<file path="src/hw/rtl/met_pkg.sv">
// Shared types and constants of the Mandelbrot escape-time core.
// Holds the item structs, the register index codes and the multiplier sizes.
// No dependencies.
package met_pkg;

  // Item fields
  localparam int unsigned INDEX_BITS   = 10;
  localparam int unsigned COUNT_BITS   = 12;
  localparam int unsigned COLOR_BITS   = 8;
  localparam int unsigned MOD_CNT_BITS = $clog2(COUNT_BITS);

  // Configuration port
  localparam int unsigned CFG_DATA_BITS  = 64;
  localparam int unsigned CFG_INDEX_BITS = 3;
  localparam int unsigned STEP_BITS      = 63;

  // Shared multiplier: 32x32 partial products of 64-bit operands
  localparam int unsigned MUL_BITS  = 32;
  localparam int unsigned OP_BITS   = 2 * MUL_BITS;
  localparam int unsigned PROD_BITS = 2 * OP_BITS;

  // Number format defaults
  localparam int unsigned WORD_BITS_DEF     = 64;
  localparam int unsigned FRACTION_BITS_DEF = 56;

  // Algorithm constants
  localparam int unsigned ESCAPE_RADIUS_SQ = 4;
  localparam int unsigned NEAR_BAND        = 9;
  localparam int unsigned LIMIT_RESET      = 100;
  localparam int unsigned MAX_COLOR_RESET  = 15;

  // Register indexes
  typedef enum logic [CFG_INDEX_BITS-1:0] {
    CFG_ORIGIN_X  = 3'd0,
    CFG_ORIGIN_Y  = 3'd1,
    CFG_STEP      = 3'd2,
    CFG_LIMIT     = 3'd3,
    CFG_MAX_COLOR = 3'd4
  } cfg_index_e;

  typedef struct packed {
    logic [INDEX_BITS-1:0] column;
    logic [INDEX_BITS-1:0] row;
  } met_in_t;

  typedef struct packed {
    logic [INDEX_BITS-1:0] column_out;
    logic [INDEX_BITS-1:0] row_out;
    logic [COUNT_BITS-1:0] iterations;
    logic                  escaped;
    logic [COLOR_BITS-1:0] color;
  } met_out_t;

endpackage

</file>
<file path="src/hw/rtl/met_mul.sv">
// Sequential 64x64 unsigned multiplier built on one 32x32 multiplier.
// Issues four partial products, adds each once registered; done_o rises with the last add.
// Depends on met_pkg.
module met_mul (
  input  logic                          clk_i,
  input  logic                          rst_ni,
  input  logic                          start_i,
  input  logic [met_pkg::OP_BITS-1:0]   a_i,
  input  logic [met_pkg::OP_BITS-1:0]   b_i,
  output logic                          done_o,
  output logic [met_pkg::PROD_BITS-1:0] prod_o
);
  import met_pkg::*;

  logic [OP_BITS-1:0]   a_q, b_q;
  logic                 busy_q;
  logic [1:0]           sel_q;
  logic                 pp_vld_q;
  logic [1:0]           pp_sel_q;
  logic                 done_q;
  logic [OP_BITS-1:0]   pp_q;
  logic [PROD_BITS-1:0] acc_q;
  logic [MUL_BITS-1:0]  a_chunk, b_chunk;
  logic [PROD_BITS-1:0] pp_shifted;

  // Pick the operand halves for the current partial product
  assign a_chunk = sel_q[1] ? a_q[OP_BITS-1:MUL_BITS] : a_q[MUL_BITS-1:0];
  assign b_chunk = sel_q[0] ? b_q[OP_BITS-1:MUL_BITS] : b_q[MUL_BITS-1:0];

  // Align the registered partial product to its weight
  always_comb begin
    case (pp_sel_q)
      2'b00:   pp_shifted = PROD_BITS'(pp_q);
      2'b01,
      2'b10:   pp_shifted = PROD_BITS'(pp_q) << MUL_BITS;
      2'b11:   pp_shifted = PROD_BITS'(pp_q) << (2 * MUL_BITS);
      default: pp_shifted = '0;
    endcase
  end

  // Sequence control
  always_ff @(posedge clk_i or negedge rst_ni) begin
    if (!rst_ni) begin
      busy_q   <= 1'b0;
      sel_q    <= '0;
      pp_vld_q <= 1'b0;
      pp_sel_q <= '0;
      done_q   <= 1'b0;
    end else begin
      pp_vld_q <= busy_q;
      pp_sel_q <= sel_q;
      done_q   <= pp_vld_q && (pp_sel_q == 2'b11);
      if (start_i) begin
        busy_q <= 1'b1;
        sel_q  <= '0;
      end else if (busy_q) begin
        sel_q <= sel_q + 2'd1;
        if (sel_q == 2'b11) begin
          busy_q <= 1'b0;
        end
      end
    end
  end

  // Operands, partial product and accumulator
  always_ff @(posedge clk_i) begin
    if (start_i) begin
      a_q <= a_i;
      b_q <= b_i;
    end
    if (busy_q) begin
      pp_q <= a_chunk * b_chunk;
    end
    if (start_i) begin
      acc_q <= '0;
    end else if (pp_vld_q) begin
      acc_q <= acc_q + pp_shifted;
    end
  end

  assign done_o = done_q;
  assign prod_o = acc_q;

endmodule

</file>
<file path="config.mk">
export PLATFORM = sky130hd
export DESIGN_NAME = met_mul
export DESIGN_NICKNAME = d
export VERILOG_FILES = /design/src/hw/rtl/met_pkg.sv /design/src/hw/rtl/met_mul.sv
export SDC_FILE = /design/constraint.sdc
export NUM_CORES = 2
export LEC_CHECK = 0
export ABC_AREA = 1
export CORE_MARGIN = 8
export CORE_UTILIZATION = 55
export CTS_BUF_LIST = sky130_fd_sc_hd__clkbuf_8 sky130_fd_sc_hd__clkbuf_16
export DETAILED_ROUTE_END_ITERATION = 8
export DONT_BUFFER_PORTS = 1
export GPL_TIMING_DRIVEN = 0
export HOLD_SLACK_MARGIN = 0.03
export PLACE_DENSITY = 0.7
export SYNTH_ARGS = -nofsm -noshare
export SYNTH_HDL_FRONTEND = slang
export SYNTH_SLANG_ARGS = --single-unit
export TNS_END_PERCENT = 30
</file>
<file path="constraint.sdc">
create_clock -name clk_i -period 10.19 [get_ports clk_i]
set_input_delay 0 -clock clk_i [delete_from_list [all_inputs] [get_ports clk_i]]
set_output_delay 0 -clock clk_i [all_outputs]
set_load 0.1 [all_outputs]
</file>
==> flow_summary_export.csv <==
group,metric,value,unit
status,outcome,"finished with violations",
status,violations_in_the_final_reports,"max-capacitance violations, max-slew violations, negative setup slack",
detailed_routing,drcViolationCount,0,
worst_setup_path,critPathSlowestCell,"o21ai_0",
global_routing,grt_first_pass_wirelength,390900,um
layout,filler_free_cell_count_of_the_finished_design,10230,
min_path,min_path_type,"in2async",
worst_setup_path,critPathMaxStageDelay,1230,ps
synthesis,postSynthNetCount,9890,
floorplanning,placement_rows,121,
cts,ctsRootBufferMaster,"clkbuf_16",
synthesis,post_synth_instance_area,0.05970,sq mm
timing,setup_failing_eps_final,3,
timing,tightest_slew,1580,ps
cts,cts_setup_buffers,0,
timing,clock-skew-final,82.57,ps
cts,clock-sinks,327,
worst_setup_path,worst-r2r-cell-count,24,
detailed_routing,postRouteAntennaNets,0,
place,detailedPlacementHpwl,223100,um
timing,max-slew-margin-rel,-0.05345,
worst_setup_path,crit_path_start_kind,"register",
place,dpl.cell_count,9886,
timing,finalCriticalPeriod,10300,ps
global_routing,grt_util_met1,0.4765,
worst_setup_path,timing.critical_path.fanout_max,10,
place,dp_worst_setup_slack,-140.5,ps
layout,fill_cell_count,9988,
timing,hold_ws,200.0,ps
timing,period_utilisation_layout,1.010,
global_routing,gr-usage-met2,0.7145,
cts,cts_tree,"built",
detailed_routing,drc_marker_count_from_the_first_detailed_route_iteration,6233,
detailed_routing,detail_route.first_pass.iterations,9,
synthesis,netlist.top_cell.by_area,"fa_1",
detailed_routing,wl_per_cell,26.88,um
worst_setup_path,critical_path.cell_chain,"buf_2, clkbuf_1, o21ai_0, clkbuf_1, nor2_1, fa_1, inv_1, fa_1, inv_1, fa_1, fa_1, fa_1, fa_1, fa_1, fa_1, ha_1, a21oi_1, o21bai_1, nand2_1, nand2_1, a21oi_1, nand3_1, a21oi_1, xor2_1",
global_routing,gr-usage-met3,0.1429,
global_routing,globalRouteOverflowTotal,0,
layout,post-route-util,0.6065,
detailed_routing,via_count,57840,
global_routing,grt_start_max_net_pins,129,
cts,worst_setup_hold_path_clk_slew,60,ps
global_routing,grt_busiest_layer,"met2",
worst_setup_path,critPathKind,"reg2reg",
place,port_buffers,0,
global_routing,grt_antenna_before_repair,10,
detailed_routing,detail_route.vias_per_cell,5.655,
synthesis,total_of_flip_flops_plus_latches_after_synthesis,327,
synthesis,yosysWarnings,0,
cts,clock_latency,690,ps
worst_setup_path,r2r_start,"sel_q[1]",
synthesis,post_synth_main_area_contributors,"fa_1, nand2_1, inv_1, edfxtp_1, ha_1",
synthesis,synthesis.instances,8469,
layout,fin_nets,10200,
synthesis,ys_seq_area_frac,0.1424,
layout,drive_gt1_frac,0.04486,
timing,final.setup.worst_slack,-106.3,ps
timing,final_max_slew_viol_count,22,
floorplanning,die_h,345.5,um
worst_setup_path,cp_common_cell,"fa_1",
synthesis,postSynthAreaPerCell,7.049,sq um
floorplanning,dieWidth,345.5,um
timing,rsz_0062_raised_after_global_routing,"yes",
cts,cts-buffers-inserted,41,
floorplanning,core-area,0.1082,sq mm
global_routing,globalRouteTotalUtil,0.4513,
layout,area.growth.synth_to_final,9.978,%
worst_setup_path,worst-endpoint-required,10580,ps
worst_setup_path,cp.arrival,10690,ps
cts,clock_tree.buffer_depth,3,
timing,max_freq,97.12,MHz
global_routing,grt_pass1_vias,58860,
synthesis,ys_types,48,
detailed_routing,finalWirelength,274900,um
run,maxCapViolCount,2,
floorplanning,die-area,0.1193,sq mm
cts,cts_max_level,2,
floorplanning,ioPinCount,260,
floorplanning,initial_core_utilization,0.5515,
worst_setup_path,crit_path_start,"sel_q[1]",
worst_setup_path,crit_path_end_kind,"register",
place,placer_s_final_routability_congestion_estimate,1.095,
synthesis,netlist.area_leader.share,0.3008,
timing,report.final.hold_viol_count,0,
==> cell usage in the layout, fill, tap and decap left out, types with 6 or more instances in the layout <==
master / instances
a21o_1: 13
a31oi_1: 16
nand4_1: 17
ha_1: 393
o211ai_1: 12
dlygate4sd3_1: 259
fa_1: 897
o21bai_1: 19
nand2_1: 2216
clkinv_1: 11
or2_2: 60
diode_2: 8
nand3_1: 180
clkbuf_16: 43
inv_1: 2120
nor2_2: 33
clkbuf_2: 9
xnor2_1: 22
nor3_1: 41
nor3_2: 14
o21a_1: 6
edfxtp_1: 192
clkbuf_1: 126
o21ai_0: 131
buf_2: 75
o22ai_1: 64
nor2_1: 1212
o21ai_2: 29
dfxtp_1: 128
a21oi_1: 166
buf_1: 14
xor2_1: 94
inv_2: 43
dfrtp_1: 6
a21boi_0: 7
nor4_1: 6
nand2_2: 31
o21ai_1: 32
nor2_4: 8
nand3_2: 14
==> area by class of cell <==
type                       instances  area, sq um  share of cell area
inverter                        2166         8130              0.1238
sequential                       327         8504              0.1295
timing repair buffer             266         2685             0.04090
clock inverter                    24        286.5            0.004364
tap                             1414         1769             0.02695
antenna                            8        20.02           0.0003049
clock buffer                      48         1145             0.01744
buffer                           226        965.9             0.01471
multi-input combinational       5749        42150              0.6420
==> metrics by stage <==
step | area [sq um] | TNS (ps)
final | 65660 | -147.9
after global routing | 65640 | -35.44
after CTS | 65560 | 0
after detailed placement | 61510 | -573.9
after global placement | 61470 | -5371
after floorplan | 59700 | 0
==> flip-flops by register name (all words and copies together), names as in the netlist <==
name	count
done_o	1
prod_o	128
sel_q	2
pp_sel_q	2
busy_q	1
pp_q	64
b_q	64
pp_vld_q	1
a_q	64
==> kinds of logic after synthesis <==
group | synth area share
AOI/OAI and AO/OA | 0.04797
adders and majority gates | 0.3832
DFF | 0.1424
xor gates and xnor gates | 0.01702
buffers and inverters | 0.1520
and+or+nand+nor | 0.2574
==> what timing repair did <==
action	in CTS	in global routing
resized for setup	1	33
endpoints found under the setup margin	7	14
hold buffers	260	0
cloned	0	0
endpoints found under the hold margin	263	0
==> routing by layer <==
metal  up-vias  wire, um
li1      25370         -
met1     26990     88770
met2      4061    120000
met3      1403     32080
met4        12     33980
met5         -        81
==> worst max-delay path: cells and delay by family (launching register included) <==
family,cells,cell delay [ps]
simple gates,4,840
compound gates,5,2470
flops,1,400
buf+inv,5,1770
fa+ha+maj,9,4420
xor+xnor,1,90
==> cells in the mapped netlist, drive strengths merged <==
cell type  count
fa           897
a21boi         7
xnor2         22
a21o          13
edfxtp       192
or2           64
nand3        194
dfxtp        128
a21oi        167
dfrtp          7
o21a           6
and3           1
nor3          57
a31oi         16
nand4         17
nor4           6
o21ai        192
inv         2156
and2           1
o211ai        12
nand3b         2
o22ai         64
o21bai        21
clkbuf       138
nand2       2247
o311ai         1
xor2          94
buf           89
clkinv        10
ha           393
o2111ai        2
nor2        1253
==> final timing paths <==
check                         endpoint  slack [ps]
min in group clk_i         pp_sel_q[1]         430
hold reg to reg            pp_sel_q[1]         430
setup / recovery              pp_q[46]        -110
hold / removal                pp_vld_q         200
setup reg to reg              pp_q[46]        -110
max in group asynchronous       busy_q        9740
Power is left out: the tool's default activity adds up to more than one toggle a clock period on the data nets, which glitch-free logic cannot reach.
